File: src/design/sem_pkg.sv
// Shared types and constants for the Sobel edge magnitude stream unit.
`default_nettype none

package sem_pkg;

    typedef struct packed {
        logic emit;
        logic last;
    } sem_flags_t;

    localparam int PIXEL_W       = 8;
    localparam int MIN_DIM       = 3;
    localparam int SQRT_STEPS    = 8;

    localparam logic [11:0] LINE_WIDTH_RESET   = 12'd640;
    localparam logic [15:0] FRAME_HEIGHT_RESET = 16'd480;
    localparam logic [7:0]  MAG_MAX            = 8'd255;

    localparam logic ADDR_LINE_WIDTH   = 1'b0;
    localparam logic ADDR_FRAME_HEIGHT = 1'b1;

endpackage

`default_nettype wire

File: src/design/sem_front.sv
// Input front end: column and row tracking and classification of each pixel word.
`default_nettype none

module sem_front import sem_pkg::*; #(
    parameter int MAX_LINE_WIDTH = 2048,
    localparam int CW = $clog2(MAX_LINE_WIDTH)
) (
    input  wire logic               aclk,
    input  wire logic               aresetn,
    input  wire logic [11:0]        line_width,
    input  wire logic [15:0]        frame_height,
    input  wire logic               s_valid,
    input  wire logic [PIXEL_W-1:0] s_pixel,
    output logic                    s_ready,
    input  wire logic               queue_full,
    output logic                    push,
    output logic      [PIXEL_W-1:0] push_pixel,
    output logic      [CW-1:0]      push_col,
    output sem_flags_t              push_flags
);

    localparam int WW = (CW + 1 > 12) ? CW + 1 : 12;

    logic [CW-1:0] col_reg, col_next;
    logic [15:0]   row_reg, row_next;
    logic [WW-1:0] w_raw, w_max, w_eff, col_inc;
    logic [15:0]   h_eff;
    logic [16:0]   row_inc;
    logic          last_col, last_row, accept;

    assign w_raw = WW'(line_width);
    assign w_max = WW'(MAX_LINE_WIDTH);

    always_comb begin
        priority if (w_raw < WW'(MIN_DIM)) begin
            w_eff = WW'(MIN_DIM);
        end else if (w_raw > w_max) begin
            w_eff = w_max;
        end else begin
            w_eff = w_raw;
        end
    end

    assign h_eff    = (frame_height < 16'(MIN_DIM)) ? 16'(MIN_DIM) : frame_height;
    assign col_inc  = WW'(col_reg) + WW'(1);
    assign row_inc  = {1'b0, row_reg} + 17'd1;
    assign last_col = (col_inc >= w_eff);
    assign last_row = (row_inc >= {1'b0, h_eff});

    assign s_ready = !queue_full;
    assign accept  = s_valid && s_ready;

    assign push            = accept;
    assign push_pixel      = s_pixel;
    assign push_col        = col_reg;
    assign push_flags.emit = (row_reg >= 16'd2) && (col_reg >= CW'(2));
    assign push_flags.last = last_col && last_row;

    always_comb begin
        col_next = col_reg;
        row_next = row_reg;
        if (accept) begin
            if (last_col) begin
                col_next = '0;
                row_next = last_row ? 16'd0 : row_inc[15:0];
            end else begin
                col_next = col_reg + CW'(1);
            end
        end
    end

    always_ff @(posedge aclk) begin
        if (!aresetn) begin
            col_reg <= '0;
            row_reg <= '0;
        end else begin
            col_reg <= col_next;
            row_reg <= row_next;
        end
    end

endmodule

`default_nettype wire

File: config.mk
export PLATFORM = sky130hd
export DESIGN_NAME = sem_front
export DESIGN_NICKNAME = d
export VERILOG_FILES = /design/src/design/sem_pkg.sv /design/src/design/sem_front.sv
export SDC_FILE = /design/constraint.sdc
export NUM_CORES = 1
export LEC_CHECK = 0
export ABC_AREA = 1
export BUFFER_PORTS_ARGS = -buffer_cell sky130_fd_sc_hd__buf_2
export CAP_MARGIN = 20
export CORE_AREA = 4 4 77 97
export CTS_CLUSTER_SIZE = 24
export DETAILED_ROUTE_END_ITERATION = 8
export DIE_AREA = 0 0 81 101
export SETUP_SLACK_MARGIN = 0.05
export SLEW_MARGIN = 20
export SYNTH_ARGS = -nofsm -noshare
export SYNTH_HDL_FRONTEND = slang
export SYNTH_SLANG_ARGS = --single-unit
File: constraint.sdc
create_clock -name aclk -period 2.5 [get_ports aclk]
set_input_delay 0.125 -clock aclk [delete_from_list [all_inputs] [get_ports aclk]]
set_output_delay 0.125 -clock aclk [all_outputs]
set_load 0.005 [all_outputs]
# Word level (Yosys, flattened, before mapping)
# Index checks and enable logic that the tools add are counted.
# op_classes
magnitude_cmp	7
n_reduce_logical	5
mux	5
n_addsub	3
# ops
operator	count
2-to-1 mux 16 bit	2
2-to-1 mux 12 bit	2
adder 16 x 1 -> 17 bit, second input constant	1
>= comparator 17 x 16 -> 1 bit	1
>= comparator 16 x 2 -> 1 bit, second input constant	1
less-than comparator 16 x 2 -> 1 bit, second input constant	1
adder 11 x 1 -> 12 bit, second input constant	1
>= comparator 12 bit	1
> comparator 12 bit, second input constant	1
less-than comparator 12 x 2 -> 1 bit, second input constant	1
adder 11 x 1 -> 11 bit, second input constant	1
>= comparator 11 x 2 -> 1 bit, second input constant	1
2-to-1 mux 11 bit	1
logical AND 1 bit	3
AND reduction 2 bit	1
zero test 1 bit	1
# word_totals
input_bits	40
ff_bits	27
output_inout_bits	23

# Longest topological paths before layout
# depth
depth_word	5
mapped_depth	19
mapped_depth_nobuf	18

# Least setup slack after synthesis
# Ideal clock, no wire load.
# synth_timing
kind	register to register
start	reg col_reg[0] (netlist: push_col[0])
end	reg row_reg[11]
synth_period_minus_slack_ns	2.660
stages_incl_launch_ff	19
t_arrival_ns	2.547
path_slack_ns	-0.160
path_buffers	1
setup_ns	0.113
cell_sequence	dfxtp_1 ha_1 nand3_1 nor3_1 nand3_1 xor2_1 ha_1 nand2_1 nor2_2 nand2_1 nor2_1 nand2_1 nand4_1 nand2_1 nand2_1 inv_1 buf_2 nand2_1 nand2_1
# synth_between
elab_chain_len	3
# synth_lines
element	line_no	source
start, declared	sem_front.sv:24	logic [CW-1:0] col_reg, col_next;
start signal, assigned	sem_front.sv:77	col_reg <= col_next;
adder 11 x 1 -> 12 bit	sem_front.sv:45	assign col_inc = WW'(col_reg) + WW'(1);
>= comparator 12 bit	sem_front.sv:47	assign last_col = (col_inc >= w_eff);
AND reduction 2 bit (no line)	-	
end signal, assigned	sem_front.sv:78	row_reg <= row_next;
end, declared	sem_front.sv:25	logic [15:0] row_reg, row_next;
# No other way between the ends.
# A chain may end at the register's enable or synchronous reset.

==> results by group <==
Status
  • Outcome: finished with violations
  • Failing checks: negative setup slack

Global route
  • Gr ovfl total: 0
  • Overall routing resource usage: 18.93%
  • First-pass GRT wire length: 12.41 mm
  • Vias in the first global route: 2874
  • Largest net degree at the start of global routing: 17
  • Initial antenna violation count: 0

Drt
  • DR pass1 iterations: 4
  • Routed Antenna Nets: 0
  • Detailed Route WL: 7.561 mm
  • Routed vias: between 2k and 3k
  • DRT iter0 DRCs: around 140
  • Drt wl/cell: 12.48 um
  • Vias/cell: 4.865
  • Final routed DRC violation total: 0

STA
  • Endpoints failing setup: 27
  • Final Max Tran Viols: 0
  • FMAX: 361.2 MHz
  • Slew @ Worst Pin: between 0.5 and 0.6 ns
  • Final WS setup: -0.2684 ns
  • Unrepaired setup endpoints after global routing: yes
  • Fin crit share: 110.7%
  • Post-layout minimum cycle time: approximately 2.8 ns
  • Clk_skew: around 0.0076 ns
  • Setup TNS: -4.658 ns
  • Rel. slew slack: 65.55%
  • Final hold vios: 0

Yosys
  • Yosys cell types: 33
  • Syn Nets: 469
  • Async SR Flop Fraction: 0%
  • Avg Inst Size Synth: 6.514 um2
  • Gate Count Post-Synth: 397
  • Synth Register Bits: 27
  • Yosys top cell area share: 20.90%
  • Largest area contributor in the netlist: dfxtp_1
  • Post-synth EDFFs: 0
  • YS warnings: 0
  • Synth area leaders: dfxtp_1 (21%), nand2_1 (17%), ha_1 (15%)
  • Top FF cell, synth: dfxtp_1
  • Post-Syn Area: 2586 um2
  • Sequential area share after synthesis: 20.90%

Cells and area
  • Layout cell share with drive strength beyond 1: 38.15%
  • Commonest non-fill, non-tap cell in the layout: nand2_1
  • Most frequent cells in the layout: nand2_1 (109), buf_4 (75), inv_1 (52)
  • Number of diodes: 0
  • Area Overhead vs Synth: 50.80%
  • Fin nets: 592
  • Fill cells: 650
  • Non-Filler Instances: 606
  • Number of flip-flops in the largest register: 16
  • Final Util: 59.78%

Worst setup path
  • Slowest stage delay, CP: 0.39 ns
  • Crit-path leading delay family: simple AND/OR/NAND/NOR gates
  • Critical path class: flip-flop to output pin
  • Worst reg-to-reg setup slack: -0.20 ns
  • Crit. Startpoint: row_reg[1]
  • Worst r2r path cells: 20
  • Kind of end point of the critical path: output pin
  • FF-to-FF End: row_reg[1]
  • Worst path slowest cell: dfxtp_4
  • Crit path required time: around 2.4 ns
  • Critical path buffers and inverters: 4
  • Crit path DAT: 2.64 ns
  • Worst setup SP type: flip-flop
  • Worst path depth: 16
  • Crit path cell chain: ha_4 > nand3_4 > nor3_4 > nand2_2 > buf_4 > xnor2_2 > ha_1 > nand2_1 > inv_1 > nand2_2 > nor2_1 > nand2_1 > nor2_1 > o21ai_2 > inv_1 > buf_2
  • Worst Setup EP: push_flags[0]
  • Crit Path Max Fanout: 4
  • R2R Path Start: row_reg[1]

Place
  • Dpl cells: approximately 590
  • Global placer's final weighted congestion: 0.8223
  • I/O Buffers: 46
  • Hpwl dp: around 6.0 mm
  • Pre-CTS setup slack: -0.2076 ns

Power and ir drop
  • Pwr per Cell Area: 228.0 nW/um2
  • Leakage: between 2 and 2.5 nW
  • Overall Power: roughly 0.9 mW
  • Worst vdd ir: 185.0 uV

Floorplan
  • Core box area: 6524 um2
  • Number of cell rows: 33
  • Die area: around 8200 um2
  • Die W: roughly 81 um
  • Die height: 101 um
  • I/O pin cnt: 63
  • Initial core utilization: 39.64%

Clock network
  • Clk pin slew, worst setup/hold paths: 0.09 ns
  • Clock buffer count from CTS: 3
  • CTS tree: built
  • Max Root-Sink Buffers: 2
  • # H-tree levels: 1
  • CTS Hold Bufs: 0
  • Worst-Skew Late Latency: 0.27 ns
  • Sinks on Clock Net: 27
  • Root buffer cell: clkbuf_8

Hold path
  • Hold Crit Class: input port to flip-flop

Run
  • Max Cap Viol: 0
logic make-up after synthesis:
logic type | count (synthesis) | synth area share (%)
simple gates | 217 | 38.12
buf+inv | 69 | 11.56
xor+xnor | 23 | 7.789
compound gates | 29 | 6.144
fa+ha+maj | 32 | 15.48
flops | 27 | 20.90
worst min path at each step:
| stage | start | endpoint | slack [ns] | cells after the start |
|---|---|---|---|---|
| after floorplan | aresetn | push_col[0] | 0.28 | 2 |
| after global placement | s_pixel[6] | push_pixel[6] | 0.25 | 0 |
| after detailed placement | s_pixel[6] | push_pixel[6] | 0.25 | 0 |
| after CTS | aresetn | push_col[0] | 0.21 | 4 |
| after global routing | aresetn | push_col[0] | 0.22 | 4 |
| final | aresetn | push_col[0] | 0.24 | 4 |
power breakdown:
part,leakage (nW),total (mW),switching (mW),internal (mW)
logic,1.99,0.204,0.110,0.0944
registers,0.223,0.438,0.00766,0.430
clock network,0.0255,0.247,0.136,0.112
metrics by stage:
step,hold WS (ns),area [um2]
4_1_cts,0.2131,3744
6_report,0.2352,3900
3_5_place_dp,0.2500,3446
3_3_place_gp,0.2500,3446
5_1_grt,0.2219,3900
2_1_floorplan,0.2838,2649
cell type report:
type	count	area, um2	share of cell area [%]
clock buffer	3	41.29	1.059
clock inverter	1	5.005	0.1283
inverter	57	214.0	5.486
multi-input combinational	301	2047	52.49
sequential	27	563.0	14.44
tap	87	108.9	2.791
timing repair buffer	130	920.9	23.61
what timing repair did:
item	CTS	global route
gates resized for setup	38	26
buffers inserted	11	6
pin swaps	26	17
setup endpoints to repair	28	28
worst min-delay path, stage by stage:
cell and delay (ns):
buf_2 0.13, nand2_4 0.07, buf_6 0.11, a21oi_2 0.03
cells in the mapped netlist (2+ instances only):
library cell    n
or2_2           3
xnor2_1         4
nor2_2          4
buf_4           8
ha_1           32
a21oi_1        21
dfxtp_1        27
nand2_1       116
nor4_1          7
nand3_1        29
nor2_1         31
nor2_4          2
o21bai_1        2
nor3_1          9
inv_1          56
nand4_1         8
o21ai_0         3
buf_2           2
xor2_1         19
metal layers:
layer  vias to the layer above  GRT usage, %  wire (um)
met3                        18         1.342        234
met2                        70         37.00       4068
met4                         0         6.892        247
met1                      1352         20.66       3010
met5                         -             0          0
li1                       1508             -          -
No activity file was read; power rests on OpenSTA's default activity.
