==> src/design/sem_queue.sv <==
// Short word queue between the front end and the compute back end.
`default_nettype none

module sem_queue #(
    parameter int WIDTH = 21,
    parameter int DEPTH = 4,
    localparam int AW = $clog2(DEPTH)
) (
    input  wire logic             aclk,
    input  wire logic             aresetn,
    input  wire logic             push,
    input  wire logic [WIDTH-1:0] push_data,
    input  wire logic             pop,
    output logic      [WIDTH-1:0] head_data,
    output logic                  full,
    output logic                  empty
);

    logic [WIDTH-1:0] mem_reg [DEPTH];
    logic [AW-1:0]    wr_ptr_reg, rd_ptr_reg;
    logic [AW:0]      count_reg;

    function automatic logic [AW-1:0] ptr_inc(input logic [AW-1:0] p);
        return (p == AW'(DEPTH - 1)) ? '0 : p + AW'(1);
    endfunction

    assign full      = (count_reg == (AW + 1)'(DEPTH));
    assign empty     = (count_reg == '0);
    assign head_data = mem_reg[rd_ptr_reg];

    always_ff @(posedge aclk) begin
        if (push) begin
            mem_reg[wr_ptr_reg] <= push_data;
        end
    end

    always_ff @(posedge aclk) begin
        if (!aresetn) begin
            wr_ptr_reg <= '0;
            rd_ptr_reg <= '0;
            count_reg  <= '0;
        end else begin
            if (push) begin
                wr_ptr_reg <= ptr_inc(wr_ptr_reg);
            end
            if (pop) begin
                rd_ptr_reg <= ptr_inc(rd_ptr_reg);
            end
            unique case ({push, pop})
                2'b10:   count_reg <= count_reg + (AW + 1)'(1);
                2'b01:   count_reg <= count_reg - (AW + 1)'(1);
                default: count_reg <= count_reg;
            endcase
        end
    end

endmodule

`default_nettype wire

==> config.mk <==
export PLATFORM = sky130hd
export DESIGN_NAME = sem_queue
export DESIGN_NICKNAME = d
export VERILOG_FILES = /design/src/design/sem_queue.sv
export SDC_FILE = /design/constraint.sdc
export NUM_CORES = 1
export LEC_CHECK = 0
export ABC_AREA = 1
export BUFFER_PORTS_ARGS = -buffer_cell sky130_fd_sc_hd__clkbuf_2
export CAP_MARGIN = 20
export CORE_ASPECT_RATIO = 0.7
export CORE_MARGIN = 2
export CORE_UTILIZATION = 50
export CTS_BUF_LIST = sky130_fd_sc_hd__clkbuf_8
export CTS_CLUSTER_DIAMETER = 200
export DETAILED_ROUTE_END_ITERATION = 10
export GPL_TIMING_DRIVEN = 0
export PLACE_DENSITY = 0.71
export SLEW_MARGIN = 20
export SYNTH_ARGS = -nofsm -noshare
export SYNTH_HDL_FRONTEND = slang
export SYNTH_SLANG_ARGS = --single-unit
==> constraint.sdc <==
create_clock -name aclk -period 1.75 [get_ports aclk]
set_input_delay 0.35 -clock aclk [delete_from_list [all_inputs] [get_ports aclk]]
set_output_delay 0.35 -clock aclk [all_outputs]
set_load 0.02 [all_outputs]
; After elaboration in Yosys (flattened, before gate mapping)
; Memories as Yosys holds them, arrays and structs flattened. A register that Yosys moved wholly into a read port is not among the register bits.
; Cells that the tools add are included.
[classes]
n_reduce_logical = 2
n_eq_ne = 5
add_sub_neg = 4
mux = 7
[op_table]
columns = op, n
row1 = $mux W2, 4
row2 = $eq A2 B2 Y1 const B, 3
row3 = $pmux W3 S2, 1
row4 = $add A2 B1 Y2 const B, 2
row5 = $add A3 B1 Y3 const B, 1
row6 = $eq A3 B3 Y1 const B, 1
row7 = $logic_not A3 Y1, 1
row8 = $sub A3 B1 Y3 const B, 1
row9 = $eq A2 B1 Y1 const B, 1
row10 = $mux W1, 2
row11 = $reduce_bool A2 Y1, 1
[word_totals]
ram_bits = 84
mem_count = 1
output_inout_bits = 23
word_cells = 22
inputBits = 25
ff_bits = 7
[memory_table]
columns = name, words, word_bits, read_ports, rd_ports_with_merged_regs, wr, line_no
row1 = mem_reg, 4, 21, 1, 1, 1, 19  ; logic [WIDTH-1:0] mem_reg [DEPTH];

; Longest topological paths before layout
[logic_depth]
word_depth = 4
ltp_mapped = 10

; Least setup slack after synthesis
; Ideal clock, no wire load.
[synth_timing]
path_type = register to register
start = reg wr_ptr_reg[0]
end = mem mem_reg[3][0], enable pin
t_arrival_ns = 1.013
setup_ns = 0.376
stages_incl_launch_ff = 4
path_buffers = 0
setup_slack_ns = 0.361
required_time_ns = 1.374
cell_sequence = dfxtp_1 > ha_1 > nand2_1 > inv_1
[synth_lines]
columns = element, line_no
row1 = "start, declared", 20  ; logic [AW-1:0] wr_ptr_reg, rd_ptr_reg;
row2 = "start signal, assigned", 44  ; wr_ptr_reg <= ptr_inc(wr_ptr_reg);
row3 = "end, declared", 19
; Straight into the memory's write port.

==> results.md <==
* TritonCTS Buffers at 9
* Final Cycle Share at 1.049
* Number of nets in the synthesized netlist at 296
* Antenna violations before repair at 0
* Number of core rows at 25
* Final Power at 4751 µW
* Via count of the first global-routing pass at 2079
* Number of pins exceeding their max-slew limit in the final report at 0
* Flop-to-flop setup slack at 130 ps
* Worst-case setup slack after placement at -4.776 ps
* Die Area at 7966 µm²
* CP Capture Type: output port
* Avg Inst Size Synth at 13.74 µm²
* Worst Path Buf+Inv at 4
* Areal power density over the cells at 1018 nW/µm²
* Initial Util at 0.5273
* Total Nets Final at 363
* Skew-Pair Late Insertion Delay at 360 ps
* Net Sw Frac at 0.2572
* Final Worst Setup Slack at -85.44 ps
* Violations in the final reports: negative setup slack
* Wire per inst at 17.11 µm
* Number of I/O port buffers at 47
* Area share of and/or/nand/nor cells after synthesis at 0.06690
* Initial drt markers at 191
* Total number of vias at 2317
* Worst Path Class, Setup: reg2out
* DIE HEIGHT at 75.28 µm
* Overflow after GRT at 0
* Num Clock Sinks at 93
* Instance area after placement at 3981 µm²
* Post-detailed-routing wire length at 7359 µm
* Count of filler cells inserted in the layout at 474
* Final antenna diode count at 0
* Area of all placed cells without fillers at 4667 µm²
* Maximum number of buffers from clock root to sink at 2
* Worst-case vdd ir drop at 0.5746 mV
* Rel. slew slack at 0.6529
* Setup violation total in the final timing report at 21
* Hold violation total from the final report at 0
* Worst Hold Class: in2reg
* CP cell instances: buf_12 > clkinv_8 > clkbuf_16 > nor2_4 > o22ai_2 > clkbuf_8
* TritonCTS clock tree: yes
* Most used flip-flop cell after synthesis: sky130_fd_sc_hd__edfxtp_1
* Number of warnings issued by yosys at 0
* Seq cells post-synth at 93
* Total number of H-tree levels at 3
* Xor and xnor area share after synthesis at 0
* Fraction of registers with async set or reset after synthesis at 0
* Tmin final at 1835 ps
* Vias/cell at 5.388
* Synthesized cell area at 3628 µm²
* Flip-flop count of the largest register after layout at 84
* CTS Root Cell: sky130_fd_sc_hd__clkbuf_8
* Maximum number of pins on one net before global-route repair at 22
* Cell family with the largest share of critical-path delay: buffers and inverters
* Number of DRC violations after detailed routing at 0
* Worst Max-Slew Pin Slew at 519.6 ps
* Setup crit start kind: flip-flop
* Area growth syn-to-layout at 28.62%
* Crit-path slowest cell: sky130_fd_sc_hd__dfxtp_2
* Portion of netlist area occupied by mux cells at 0
* MaxCap Viol Count at 0
* Clock slew at reported path FFs at 80 ps
* Number of detailed-route iterations in the first pass at 4
* Sequential fraction of the synthesis area at 0.7448
* Data required time at the worst endpoint at 1400 ps
* Chip Width at 105.8 µm
* Proportion of power drawn by the clock network at 0.293
* Cell count after synthesis at 264
* Setup repair after global routing missed its margin: yes
* Share of the core filled with cells in the final layout at 0.6782
* Post-synthesis share of cell area spent on full adders, half adders and majority gates at 0.02621
* Distinct cells, synth at 21
* Relative contribution of combinational cells to total power at 0.167
* Internal at 3529 µW
* Wire length of the first global-routing pass at 10320 µm
* Maximum fanout count along the critical path at 6
* I/O Pins at 48
* Delay of the slowest critical-path stage at 340 ps
* Dominant combinational cell family by area after synthesis: compound AO/OA/AOI/OAI gates
* Number of nets with antenna violations after routing at 0
* Global-route usage over all layers at 0.1788
* Status: complete, but fails checks
* Compound-cell area share of the yosys netlist at 0.1100
* Register share of total power at 0.540
* Achievable frequency at 544.8 MHz
* Placer congestion estimate at 0.7694
* Area of the core region at 6882 µm²
* Half-perimeter wire length after detailed placement at 4164 µm
* Post-synth EDFFs at 84
* Fraction of layout instances using a drive strength above 1 at 0.3899
* Data arrival time of the worst path at 1490 ps
* Worst-case clock skew at 5.459 ps
* Static power due to leakage at 0.001697 µW
* Net switching power figure at 1222 µW
-- layout by cell type (no fill, tap or decap) --
| cell type | instances |
|---|---|
| sky130_fd_sc_hd__inv_6 | 3 |
| sky130_fd_sc_hd__nor2_2 | 7 |
| sky130_fd_sc_hd__buf_2 | 1 |
| sky130_fd_sc_hd__a21oi_1 | 5 |
| sky130_fd_sc_hd__edfxtp_1 | 84 |
| sky130_fd_sc_hd__o22ai_2 | 7 |
| sky130_fd_sc_hd__buf_12 | 4 |
| sky130_fd_sc_hd__ha_1 | 6 |
| sky130_fd_sc_hd__nor3_1 | 4 |
| sky130_fd_sc_hd__bufinv_16 | 1 |
| sky130_fd_sc_hd__dfxtp_2 | 2 |
| sky130_fd_sc_hd__clkbuf_2 | 26 |
| sky130_fd_sc_hd__dfxtp_1 | 7 |
| sky130_fd_sc_hd__o21ai_4 | 3 |
| sky130_fd_sc_hd__inv_1 | 11 |
| sky130_fd_sc_hd__clkbuf_4 | 1 |
| sky130_fd_sc_hd__clkinvlp_4 | 8 |
| sky130_fd_sc_hd__buf_4 | 16 |
| sky130_fd_sc_hd__clkinv_2 | 2 |
| sky130_fd_sc_hd__nand4_1 | 1 |
| sky130_fd_sc_hd__o21ai_1 | 10 |
| sky130_fd_sc_hd__nor2_4 | 6 |
| sky130_fd_sc_hd__buf_8 | 3 |
| sky130_fd_sc_hd__o21ai_2 | 14 |
| sky130_fd_sc_hd__o21ai_0 | 19 |
| sky130_fd_sc_hd__fa_1 | 1 |
| sky130_fd_sc_hd__nand3_1 | 1 |
| sky130_fd_sc_hd__clkbuf_8 | 11 |
| sky130_fd_sc_hd__o22ai_1 | 14 |
| sky130_fd_sc_hd__nor2_1 | 34 |
| sky130_fd_sc_hd__clkbuf_16 | 4 |
| sky130_fd_sc_hd__buf_6 | 9 |
| sky130_fd_sc_hd__nand2_1 | 8 |
| sky130_fd_sc_hd__clkinv_8 | 1 |
| sky130_fd_sc_hd__inv_2 | 2 |
-- power groups by stage --
stage / registers (µW) / clock network [µW] / logic [µW]
2_1_floorplan: 2600 / 0 / 380
3_3_place_gp: 2610 / 0 / 577
3_5_place_dp: 2610 / 0 / 590
4_1_cts: 2560 / 1410 / 646
5_1_grt: 2570 / 1500 / 857
6_report: 2570 / 1390 / 794
-- worst register-to-register path, stage by stage (launching register included) --
cell	delay, ps
sky130_fd_sc_hd__dfxtp_1	410
sky130_fd_sc_hd__inv_1	90
sky130_fd_sc_hd__ha_1	190
sky130_fd_sc_hd__nand2_1	250
sky130_fd_sc_hd__clkinvlp_4	360
-- cells by family after synthesis --
group           after synthesis
compound gates               72
fa+ha+maj                     7
buf+inv                      31
flops                        93
simple gates                 61
-- Yosys cell counts (2+ instances only) --
library cell,n,area share
sky130_fd_sc_hd__a21oi_1,5,0.0069
sky130_fd_sc_hd__buf_2,4,0.0055
sky130_fd_sc_hd__buf_4,2,0.0041
sky130_fd_sc_hd__buf_6,7,0.022
sky130_fd_sc_hd__dfxtp_1,9,0.050
sky130_fd_sc_hd__edfxtp_1,84,0.70
sky130_fd_sc_hd__ha_1,6,0.021
sky130_fd_sc_hd__inv_1,15,0.016
sky130_fd_sc_hd__inv_2,2,0.0021
sky130_fd_sc_hd__nand2_1,8,0.0083
sky130_fd_sc_hd__nor2_1,45,0.047
sky130_fd_sc_hd__nor2_2,2,0.0034
sky130_fd_sc_hd__nor3_1,4,0.0055
sky130_fd_sc_hd__o21ai_0,27,0.037
sky130_fd_sc_hd__o21ai_1,19,0.026
sky130_fd_sc_hd__o22ai_1,19,0.033
sky130_fd_sc_hd__o22ai_2,2,0.0069
-- metal layers --
layer,global-route usage,wire length [µm],vias to the layer above
li1,-,-,1101
met4,0.05409,39,0
met1,0.2415,3201,1125
met3,0.06667,614,4
met5,0,0,-
met2,0.2767,3503,87
-- metrics by stage --
| stage | hold slack, ps | cells | TNS [ps] |
|---|---|---|---|
| 3_3_place_gp | 529.8 | 405 | 0 |
| 3_5_place_dp | 531.0 | 405 | -69.94 |
| 5_1_grt | 188.0 | 430 | -2387 |
| 2_1_floorplan | 448.9 | 264 | 0 |
| 6_report | 208.6 | 430 | -999.4 |
| 4_1_cts | 194.2 | 422 | -1050 |
-- timing repair --
item                                    in CTS  in global routing
resized for setup                           33                 93
hold buffers                                 0                  0
endpoints found under the setup margin      42                 84
gates cloned                                 1                  8
pin swaps                                    2                  7
setup buffers                                0                  0
-- worst paths after layout --
path | end | startpoint | cells past startpoint
setup / recovery | head_data[8] | flip-flop | 6
hold reg to reg | wr_ptr_reg[1] | wr_ptr_reg[1] | 2
setup reg to reg | mem_reg[2][18] | wr_ptr_reg[0] | 4
hold / removal | mem_reg[3][4] | push_data[4] | 1
-- layout make-up --
cell class | instances | area, µm² | share of cell area
clock buffers | 9 | 123.9 | 0.02654
repair buffers | 53 | 431.7 | 0.09249
inverters | 18 | 95.09 | 0.02038
clock inverters | 7 | 72.57 | 0.01555
plain buffers | 13 | 185.2 | 0.03968
flip-flops and latches | 93 | 2705 | 0.5796
multi-input cells | 140 | 912.1 | 0.1954
well taps | 94 | 117.6 | 0.02520
repair inverters | 3 | 23.77 | 0.005094
No activity file was read; power rests on OpenSTA's default activity.
